==> src/hdl/pqr_pkg.sv <==
// ============================================================================
// pqr_pkg
// Shared sizes, operation codes and status codes of the process id queue.
// ============================================================================
package pqr_pkg;

	localparam int QUEUE_DEPTH = 16;                      // 2 .. 31 entries
	localparam int PTR_W       = $clog2(QUEUE_DEPTH);     // slot address
	localparam int CNT_W       = $clog2(QUEUE_DEPTH + 1); // 0 .. QUEUE_DEPTH

	localparam int ID_W    = 8;
	localparam int OP_W    = 2;
	localparam int STAT_W  = 2;
	localparam int TOTAL_W = 5;

	typedef logic [OP_W-1:0]   op_t;
	typedef logic [STAT_W-1:0] status_t;
	typedef logic [ID_W-1:0]   id_t;
	typedef logic [PTR_W-1:0]  ptr_t;
	typedef logic [CNT_W-1:0]  cnt_t;

	localparam op_t OP_ENQUEUE = 2'd0;
	localparam op_t OP_DEQUEUE = 2'd1;
	localparam op_t OP_REMOVE  = 2'd2;

	localparam status_t ST_OK        = 2'd0;
	localparam status_t ST_FULL      = 2'd1;
	localparam status_t ST_EMPTY     = 2'd2;
	localparam status_t ST_NOT_FOUND = 2'd3;

	// circular slot pointer increment
	function automatic ptr_t ptr_next(input ptr_t p);
		ptr_t r;
		if (p == PTR_W'(QUEUE_DEPTH - 1)) begin
			r = '0;
		end else begin
			r = p + PTR_W'(1);
		end
		return r;
	endfunction

endpackage

==> src/hdl/process_queue_remove_by_id.sv <==
// ============================================================================
// process_queue_remove_by_id
// FIFO of 8-bit process ids with enqueue, dequeue and remove-by-id.
// ============================================================================
// Ids sit in a circular slot memory of pqr_pkg::QUEUE_DEPTH entries, head
// pointer plus count. One transaction is taken at a time; s_tready is high
// only while the sequencer is idle. Every request yields exactly one result
// transaction. Enqueue, error cases and unused codes go from the execute
// state straight to the result state; dequeue first takes one memory
// read. Remove-by-id reads the memory through its single registered read
// port, one slot per cycle, comparing against the wanted id: a match at
// position p of n entries scans p + 1 slots, then a close-up pass moves each
// of the n - p - 1 later entries one slot toward the head (one read and one
// write per cycle). A miss scans all n slots. While an earlier result waits
// untaken in the output register, the sequencer holds in its final state
// until m_tready. Slots have no reset; only slots below the count are ever
// read.
module process_queue_remove_by_id (
	input  logic        clk,
	input  logic        arst_n,
	// request
	input  logic        s_tvalid,
	output logic        s_tready,
	input  logic [7:0]  s_tdata,   // [7:0] item_id
	input  logic [1:0]  s_tuser,   // [1:0] operation
	// result
	output logic        m_tvalid,
	input  logic        m_tready,
	output logic [15:0] m_tdata,   // [7:0] removed_id, [12:8] entry_total,
	                               // [13] is_empty, [15:14] zero
	output logic [1:0]  m_tuser    // [1:0] status
);

	// sequencer states
	localparam logic [2:0] S_IDLE     = 3'd0;
	localparam logic [2:0] S_EXEC     = 3'd1;
	localparam logic [2:0] S_DEQ_TAKE = 3'd2;
	localparam logic [2:0] S_SCAN     = 3'd3;
	localparam logic [2:0] S_SHIFT    = 3'd4;
	localparam logic [2:0] S_DONE     = 3'd5;

	localparam int SUM_W = pqr_pkg::CNT_W + 1;

	logic [2:0]        state_q;
	pqr_pkg::op_t      op_q;
	pqr_pkg::id_t      id_q;
	pqr_pkg::ptr_t     head_q;
	pqr_pkg::cnt_t     count_q;
	pqr_pkg::ptr_t     addr_q;     // scan position / close-up destination
	pqr_pkg::ptr_t     src_q;      // close-up source
	pqr_pkg::cnt_t     idx_q;      // queue position of addr_q
	pqr_pkg::status_t  res_status_q;
	pqr_pkg::id_t      res_id_q;

	logic              out_valid_q;
	logic [15:0]       out_data_q;
	pqr_pkg::status_t  out_user_q;

	// slot memory
	pqr_pkg::id_t      mem [pqr_pkg::QUEUE_DEPTH];
	pqr_pkg::id_t      rd_data_q;
	logic              rd_en;
	pqr_pkg::ptr_t     rd_addr;
	logic              wr_en;
	pqr_pkg::ptr_t     wr_addr;
	pqr_pkg::id_t      wr_data;

	// derived values
	logic              full;
	logic              empty;
	logic [SUM_W-1:0]  tail_sum;
	pqr_pkg::ptr_t     tail_addr;
	logic [SUM_W-1:0]  idx_p1;
	logic [SUM_W-1:0]  idx_p2;
	logic [SUM_W-1:0]  count_ext;
	logic              out_free;
	logic [31:0]       total_wide;

	assign full      = (count_q == pqr_pkg::CNT_W'(pqr_pkg::QUEUE_DEPTH));
	assign empty     = (count_q == '0);
	// head + count stays below twice the depth while not full
	assign tail_sum  = SUM_W'(head_q) + SUM_W'(count_q);
	assign tail_addr = (tail_sum >= SUM_W'(pqr_pkg::QUEUE_DEPTH))
		? pqr_pkg::PTR_W'(tail_sum - SUM_W'(pqr_pkg::QUEUE_DEPTH))
		: pqr_pkg::PTR_W'(tail_sum);
	assign idx_p1    = SUM_W'(idx_q) + SUM_W'(1);
	assign idx_p2    = SUM_W'(idx_q) + SUM_W'(2);
	assign count_ext = SUM_W'(count_q);
	assign out_free  = !out_valid_q || m_tready;
	assign total_wide = 32'(count_q);

	assign s_tready = (state_q == S_IDLE);
	assign m_tvalid = out_valid_q;
	assign m_tdata  = out_data_q;
	assign m_tuser  = out_user_q;

	// memory port control
	always_comb begin
		rd_en   = 1'b0;
		rd_addr = head_q;
		wr_en   = 1'b0;
		wr_addr = tail_addr;
		wr_data = id_q;
		unique case (state_q)
			S_EXEC: begin
				if (op_q == pqr_pkg::OP_ENQUEUE && !full) begin
					wr_en = 1'b1;
				end
				if ((op_q == pqr_pkg::OP_DEQUEUE || op_q == pqr_pkg::OP_REMOVE) && !empty) begin
					rd_en = 1'b1;
				end
			end
			S_SCAN: begin
				if (rd_data_q == id_q) begin
					rd_en   = (idx_p1 < count_ext);
					rd_addr = pqr_pkg::ptr_next(addr_q);
				end else if (idx_p1 != count_ext) begin
					rd_en   = 1'b1;
					rd_addr = pqr_pkg::ptr_next(addr_q);
				end
			end
			S_SHIFT: begin
				wr_en   = 1'b1;
				wr_addr = addr_q;
				wr_data = rd_data_q;
				rd_en   = (idx_p2 < count_ext);
				rd_addr = pqr_pkg::ptr_next(src_q);
			end
			default: begin
			end
		endcase
	end

	always_ff @(posedge clk) begin
		if (wr_en) begin
			mem[wr_addr] <= wr_data;
		end
		if (rd_en) begin
			rd_data_q <= mem[rd_addr];
		end
	end

	// payload registers
	always_ff @(posedge clk) begin
		if (s_tvalid && s_tready) begin
			op_q <= s_tuser;
			id_q <= s_tdata;
		end
		unique case (state_q)
			S_EXEC: begin
				res_id_q <= '0;
				addr_q   <= head_q;
				idx_q    <= '0;
				unique case (op_q)
					pqr_pkg::OP_ENQUEUE: begin
						res_status_q <= full ? pqr_pkg::ST_FULL : pqr_pkg::ST_OK;
					end
					pqr_pkg::OP_DEQUEUE: begin
						res_status_q <= empty ? pqr_pkg::ST_EMPTY : pqr_pkg::ST_OK;
					end
					pqr_pkg::OP_REMOVE: begin
						res_status_q <= empty ? pqr_pkg::ST_EMPTY : pqr_pkg::ST_OK;
					end
					default: begin
						res_status_q <= pqr_pkg::ST_OK;
					end
				endcase
			end
			S_DEQ_TAKE: begin
				res_id_q <= rd_data_q;
			end
			S_SCAN: begin
				if (rd_data_q == id_q) begin
					res_id_q <= rd_data_q;
					src_q    <= pqr_pkg::ptr_next(addr_q);
				end else if (idx_p1 == count_ext) begin
					res_status_q <= pqr_pkg::ST_NOT_FOUND;
				end else begin
					addr_q <= pqr_pkg::ptr_next(addr_q);
					idx_q  <= pqr_pkg::CNT_W'(idx_p1);
				end
			end
			S_SHIFT: begin
				addr_q <= src_q;
				src_q  <= pqr_pkg::ptr_next(src_q);
				idx_q  <= pqr_pkg::CNT_W'(idx_p1);
			end
			default: begin
			end
		endcase
		if (state_q == S_DONE && out_free) begin
			out_user_q <= res_status_q;
			out_data_q <= {2'b00, empty, total_wide[pqr_pkg::TOTAL_W-1:0], res_id_q};
		end
	end

	// sequencer and queue bookkeeping
	always_ff @(posedge clk or negedge arst_n) begin
		if (!arst_n) begin
			state_q     <= S_IDLE;
			head_q      <= '0;
			count_q     <= '0;
			out_valid_q <= 1'b0;
		end else begin
			// result register: load from the final state, clear once taken
			if (state_q == S_DONE && out_free) begin
				out_valid_q <= 1'b1;
			end else if (m_tready) begin
				out_valid_q <= 1'b0;
			end
			unique case (state_q)
				S_IDLE: begin
					if (s_tvalid) state_q <= S_EXEC;
				end
				S_EXEC: begin
					unique case (op_q)
						pqr_pkg::OP_ENQUEUE: begin
							state_q <= S_DONE;
							if (!full) count_q <= count_q + pqr_pkg::CNT_W'(1);
						end
						pqr_pkg::OP_DEQUEUE: begin
							state_q <= empty ? S_DONE : S_DEQ_TAKE;
						end
						pqr_pkg::OP_REMOVE: begin
							state_q <= empty ? S_DONE : S_SCAN;
						end
						default: begin
							state_q <= S_DONE;
						end
					endcase
				end
				S_DEQ_TAKE: begin
					head_q  <= pqr_pkg::ptr_next(head_q);
					count_q <= count_q - pqr_pkg::CNT_W'(1);
					state_q <= S_DONE;
				end
				S_SCAN: begin
					if (rd_data_q == id_q) begin
						if (idx_p1 < count_ext) begin
							state_q <= S_SHIFT;
						end else begin
							count_q <= count_q - pqr_pkg::CNT_W'(1);
							state_q <= S_DONE;
						end
					end else if (idx_p1 == count_ext) begin
						state_q <= S_DONE;
					end
				end
				S_SHIFT: begin
					if (!(idx_p2 < count_ext)) begin
						count_q <= count_q - pqr_pkg::CNT_W'(1);
						state_q <= S_DONE;
					end
				end
				S_DONE: begin
					if (out_free) begin
						state_q <= S_IDLE;
					end
				end
				default: begin
					state_q <= S_IDLE;
				end
			endcase
		end
	end

	// ------------------------------------------------------------------------
	// assertions
	// ------------------------------------------------------------------------
	a_count_bound: assert property (@(posedge clk) disable iff (!arst_n)
		count_q <= pqr_pkg::CNT_W'(pqr_pkg::QUEUE_DEPTH))
		else $error("entry count above depth");

	a_walk_in_range: assert property (@(posedge clk) disable iff (!arst_n)
		(state_q == S_SCAN || state_q == S_SHIFT) |-> (idx_q < count_q))
		else $error("scan or close-up position past tail");

	a_err_no_id: assert property (@(posedge clk) disable iff (!arst_n)
		(m_tvalid && m_tuser != pqr_pkg::ST_OK) |-> (m_tdata[7:0] == '0))
		else $error("error result carries a removed id");

	a_empty_flag: assert property (@(posedge clk) disable iff (!arst_n)
		(m_tvalid && m_tuser == pqr_pkg::ST_EMPTY) |-> m_tdata[13])
		else $error("empty status without empty flag");

	a_take_shrinks: assert property (@(posedge clk) disable iff (!arst_n)
		(state_q == S_DEQ_TAKE) |=> (count_q == $past(count_q) - pqr_pkg::CNT_W'(1)))
		else $error("dequeue did not shrink the queue");

endmodule

==> config.mk <==
export PLATFORM = sky130hd
export DESIGN_NAME = process_queue_remove_by_id
export DESIGN_NICKNAME = d
export VERILOG_FILES = /design/src/hdl/pqr_pkg.sv /design/src/hdl/process_queue_remove_by_id.sv
export SDC_FILE = /design/constraint.sdc
export NUM_CORES = 1
export LEC_CHECK = 0
export BUFFER_PORTS_ARGS = -buffer_cell sky130_fd_sc_hd__buf_2
export CAP_MARGIN = 25
export CELL_PAD_IN_SITES_DETAIL_PLACEMENT = 1
export CELL_PAD_IN_SITES_GLOBAL_PLACEMENT = 2
export CORE_UTILIZATION = 45
export CTS_BUF_LIST = sky130_fd_sc_hd__clkbuf_4
export DETAILED_ROUTE_END_ITERATION = 8
export GPL_ROUTABILITY_DRIVEN = 0
export GPL_TIMING_DRIVEN = 0
export PLACE_DENSITY_LB_ADDON = 0.1
export SLEW_MARGIN = 20
export SYNTH_ARGS = -nofsm -noshare
export SYNTH_HDL_FRONTEND = slang
export SYNTH_SLANG_ARGS = --single-unit
==> constraint.sdc <==
create_clock -name clk -period 3.8 [get_ports clk]
set_input_delay 0 -clock clk [delete_from_list [all_inputs] [get_ports clk]]
set_output_delay 0 -clock clk [all_outputs]
set_load 0.03 [all_outputs]
After elaboration in Yosys (flattened, before gate mapping)
Memory sizes are Yosys's and may differ from the RTL's. A register that Yosys moved wholly into a read port is not among the register bits.
Index checks and enable logic that the tools add are counted.

storage, ports and cells
  bits in registers = 62
  memory bits (writable) = 128
  bits of input ports = 14
  output and inout port bits = 20
  word-level logic and storage cells = 127
  memories = 1

operators by class
  add/subtract/negate cells = 9
  $lt $le $gt $ge = 3
  equal/unequal tests = 25
  muxes and demuxes = 51
  reductions and logical operators = 25

memory list
  memory  words  bits a word  read ports  clocked after memory_dff  wr ports  line                              RTL
  mem     16     8            1           1                         1         process_queue_remove_by_id.sv:60  pqr_pkg::id_t mem [pqr_pkg::QUEUE_DEPTH];

operator list
  cell                   count
  $mux W4                10
  $mux W5                7
  $pmux W8 S3            1
  $mux W3                7
  $ne A2 B2 Y1 const B   10
  $pmux W5 S4            1
  $pmux W3 S6            1
  $mux W8                2
  $pmux W4 S2            2
  $pmux W5 S3            1
  $add A4 B1 Y4 const B  3
  $eq A4 B4 Y1 const B   3
  $lt A6 B5 Y1           2
  $pmux W4 S3            1
  $mux W1                10
  $eq A8 B8 Y1           1
  $pmux W2 S2            2
  $add A4 B5 Y6          1
  $add A5 B1 Y6 const B  1
  $add A5 B2 Y6 const B  1
  $eq A3 B2 Y1 const B   2
  $eq A3 B3 Y1 const B   2
  $eq A6 B5 Y1           1
  $ge A6 B5 Y1 const B   1
  other kinds (27)       40

Logic depth before layout (Yosys ltp)
  word-level depth = 7
  depth in mapped cells = 14
  depth with buffers taken out = 12

Least setup slack after synthesis
OpenSTA, ideal clock, no wires.

  path kind = reg2reg
  start = register idx_q[1]
  end = register rd_data_q[5], read port of mem, data pin
  setup time = 0.268 ns
  arrival = 2.977 ns
  data required time = 3.532 ns
  setup slack = 0.554 ns
  cell stages (with the launch flop) = 15
  buffers on the path = 2
  period minus slack after synthesis = 3.246 ns
  cells stage by stage = edfxtp_1 > ha_1 > nand2_1 > xnor2_1 > ha_1 > and4b_1 > and3_4 > o21a_1 > a21o_1 > a221o_1 > buf_6 > buf_6 > mux2_1 > a22oi_1 > nand4_1

between the ends
  word-level cells in the longest chain between the ends = 5
  elaborated cells on any way between the ends = 11
  classes of those cells = 2 x add/sub; 2 x order compare; 1 x eq/ne; 6 x mux

RTL lines
  element                                               line                               RTL
  start: declaration                                    process_queue_remove_by_id.sv:51   pqr_pkg::cnt_t idx_q;
  start signal: assignment                              process_queue_remove_by_id.sv:180  idx_q <= pqr_pkg::CNT_W'(idx_p1);
  start signal: assignment                              process_queue_remove_by_id.sv:186  idx_q <= pqr_pkg::CNT_W'(idx_p1);
  $add A5 B1 Y6 *                                       process_queue_remove_by_id.sv:86   assign idx_p1 = SUM_W'(idx_q) + SUM_W'(1);
  via idx_p1[3]                                         process_queue_remove_by_id.sv:73   logic [SUM_W-1:0] idx_p1;
  branches (longest 4 deep; another with $lt A6 B5 Y1)  -
  end: declaration                                      process_queue_remove_by_id.sv:61   pqr_pkg::id_t rd_data_q;

Mark *: on every way through the listed nets, which the timed path passes.
A chain may end at the register's enable or synchronous reset.

Worst setup path in the final report
Same ends and word-level chain as after synthesis.

==> out/metrics.cfg <==
[die]
initial_utilization_pct=45.9
rows=51
die_w_um=143
die_y_um=143
core_area_mm2=0.0194
num_io_pins=34
die_area_mm2=0.0204

[power]
vdd_drop_max_uv=345
power.static_leakage_nw=3.57
pwr_density_cell_mw_per_mm2=825

[hold_path]
hold_path.class=in2reg

[clocking]
cts_max_level=4
cts_inserted_buffers=17
clk_transition_reported_paths_ns=0.17
clockBufferDepth=2
clock_insertion_delay_worst_skew_ns=0.59
clock-root-buffer=clkbuf_4
tritoncts=done
cts_sinks=198

[yosys]
synth_top_family_by_area=multiplexers
synth_xor_area_share_pct=2.36
synthesized_area_fraction_occupied_by_adder_cells_pct=3.96
yosysSeqAreaShare_pct=66.0
synth_mux_area_share_pct=9.13
synth_cell_types=56
netlist_instances=615
synth_enable_flop_cells=185
synthSimpleGateAreaFrac_pct=8.59
yosys_warnings=0
synth_area_mm2=0.00890
async_reset_ff_share_pct=6.57
synth-main-ff-cell=edfxtp_1
synth.avg_cell_area_um2=14.5
ys_ff_latch=198
synth_compound_gate_area_share_pct=7.67

[global_route]
initial_antenna_violation_count=1
grt_first_pass_wirelength_mm=32.6
grt_util_all_layers_pct=22.3
grt_pass1_vias=5606
grt_start_max_net_pins=19
grt_overflow=0

[place]
input_output_buffers=31
dp.cells=913
dpl.hpwl_mm=15.1
place_worst_setup_slack_ns=-0.376

[drt]
drc=0
drt_pass1_iterations=4
wl_per_cell_um=21.7
route.vias.total=5240
detail-route-antenna-nets=0
route.detailed.vias_per_inst=5.40
postRouteWirelength_mm=21.0
drtIter0Drc=345

[timing]
final_max_slew_viol_count=0
finalClockSkew_ns=0.0292
timing.final.hold_violations=0
clock.fmax_mhz=272
tns_ns=0
worst_slack_ns=0.124
worst_pin_slew_ns=0.986
timing.hold.ws_ns=0.0804
slew_headroom_pct=34.0
timing.final.crit_share_pct=96.7
min_period_ns=3.68
timing.final.setup_violations=0
grt_setup_unrepaired=false

[flow_run]
drv.max_cap_violation_count=0

[final_layout]
nFillCells=1987
fin_cells=970
final_layout_size_suffix_gt1_share_pct=24.7
final_nets=733
synthToLayoutAreaGrowth_pct=12.9

[setup_path]
critical_path.max_fanout=10
critPathLaunchType=register
cp-end-kind=register
crit_arrival_ns=3.98
critPathRequiredTime_ns=4.10
timing.setup.critical_path_class=reg2reg

[run_status]
run_status=complete, no violations

==> final timing paths <==
path	startpoint	to	slack [ns]	cells past startpoint
worst max-delay path	idx_q[1]	rd_data_q[5]	0.12	14
worst min-delay path	s_tvalid	op_q[0]	0.08	2
worst max register to register	idx_q[1]	rd_data_q[5]	0.12	14
worst min register to register	res_id_q[4]	m_tdata[4]	0.45	0
max in group asynchronous	arst_n	head_q[2]	2.80	3
min in group asynchronous	arst_n	head_q[3]	0.53	3
==> cell usage after synthesis (3+ instances only) <==
cell type | instances | area [um^2]
buf_4 | 3 | 22.5
xor2_1 | 7 | 61.3
edfxtp_1 | 185 | 5560
inv_1 | 15 | 56.3
o21ai_0 | 12 | 60.1
xnor2_1 | 17 | 149
mux2i_1 | 16 | 160
buf_6 | 4 | 45.0
and2_1 | 9 | 56.3
a221o_1 | 3 | 30.0
a21oi_1 | 12 | 60.1
a22oi_1 | 32 | 240
nand2b_1 | 4 | 25.0
ha_1 | 25 | 313
nand2_1 | 58 | 218
nor3b_2 | 3 | 37.5
clkbuf_1 | 8 | 30.0
a31oi_1 | 7 | 43.8
nor2b_1 | 8 | 50.1
mux2_1 | 13 | 146
nor2_1 | 34 | 128
nand3_1 | 9 | 45.0
buf_2 | 7 | 35.0
o21a_1 | 6 | 45.0
and3_1 | 3 | 18.8
a21o_1 | 8 | 60.1
dfrtp_1 | 13 | 325
mux2_2 | 45 | 507
nand4_1 | 11 | 68.8
nor3_1 | 5 | 25.0
==> repair_timing <==
action,in CTS,in global routing
hold endpoints to repair,24,0
buffers inserted,6,6
pin swaps,8,12
hold buffers,13,0
resized for setup,17,14
endpoints found under the setup margin,7,8
cloned,1,0
==> final cells by class <==
cell class	instances	area [um^2]	share of cell area, %
flip-flops and latches	198	5880	58.5
inverters	15	56.3	0.560
plain buffers	23	141	1.41
diodes	1	2.50	0.0249
well taps	265	332	3.30
clock inverters	13	134	1.33
multi-input cells	379	2980	29.6
clock buffers	18	135	1.34
repair buffers	58	392	3.90
==> flip-flops by register name, summed over array words and instances (netlist names) <==
| name | cells |
|---|---|
| mem | 128 |
| m_tdata | 14 |
| id_q | 8 |
| rd_data_q | 8 |
| res_id_q | 8 |
| count_q | 5 |
| idx_q | 5 |
| addr_q | 4 |
| head_q | 4 |
| src_q | 4 |
| state_q | 3 |
| m_tuser | 2 |
| op_q | 2 |
| res_status_q | 2 |
| m_tvalid | 1 |
==> through the flow <==
step	power, W	cell area, um^2	util (%)
4_1_cts	0.00823	9940	51.2
5_1_grt	0.00881	10100	51.8
2_1_floorplan	0.00586	8910	-
6_report	0.00829	10100	51.8
3_3_place_gp	0.00681	9400	48.4
3_5_place_dp	0.00699	9420	48.6
==> worst max-delay path, cell delays in order (launching register included) <==
cell and delay [ns]:
edfxtp_1 0.46, ha_2 0.22, nand2_2 0.08, xnor2_2 0.13, ha_1 0.27, and4b_1 0.19
and3_4 0.18, o21a_4 0.13, a21o_1 0.20, a221o_2 0.46, buf_6 0.18, buf_6 0.15
mux2_1 0.33, a22oi_2 0.20, nand4_1 0.18
==> cells in the final DEF (no fill, tap or decap), types with 3 or more instances in the layout <==
| master | instances |
|---|---|
| and2_1 | 9 |
| clkbuf_1 | 7 |
| xnor2_1 | 16 |
| buf_4 | 17 |
| buf_6 | 5 |
| mux2_2 | 47 |
| dlygate4sd3_1 | 13 |
| a21oi_1 | 12 |
| mux2i_1 | 16 |
| edfxtp_1 | 185 |
| a21o_1 | 8 |
| ha_1 | 23 |
| a31oi_1 | 7 |
| a22oi_2 | 15 |
| o21ai_0 | 12 |
| dfrtp_1 | 13 |
| a22oi_1 | 17 |
| mux2_1 | 11 |
| nand3_1 | 9 |
| nand2_1 | 57 |
| nor3b_2 | 5 |
| nor3_2 | 4 |
| nor2b_1 | 8 |
| o21a_1 | 5 |
| buf_2 | 37 |
| clkbuf_4 | 18 |
| nand2b_1 | 4 |
| nand4_1 | 11 |
| xor2_1 | 6 |
| inv_6 | 6 |
| nor2_1 | 33 |
| and3_1 | 3 |
| inv_1 | 15 |
==> layer usage <==
layer	wire length [um]	global-route usage [%]
met1	10100	31.8
met2	9920	34.9
met3	700	3.76
met4	320	6.79
met5	0	0
==> where the power goes <==
group          leakage [nW]  total, W  switching [W]  internal (W)
sequential             1.86   0.00348       0.000282       0.00320
clock                 0.145   0.00110       0.000748      0.000350
combinational          1.57   0.00371        0.00230       0.00140
==> kinds of logic (layout without fill, tap and decap cells) <==
| family | after synthesis | count (layout) |
|---|---|---|
| buffers and inverters | 39 | 127 |
| other | 1 | 3 |
| xor gates and xnor gates | 24 | 24 |
| and+or+nand+nor | 155 | 155 |
| DFF | 198 | 198 |
| muxes | 74 | 74 |
| AOI/OAI and AO/OA | 97 | 97 |
| adders and majority gates | 27 | 27 |
Note: power is estimated with default switching activity, not from simulation.
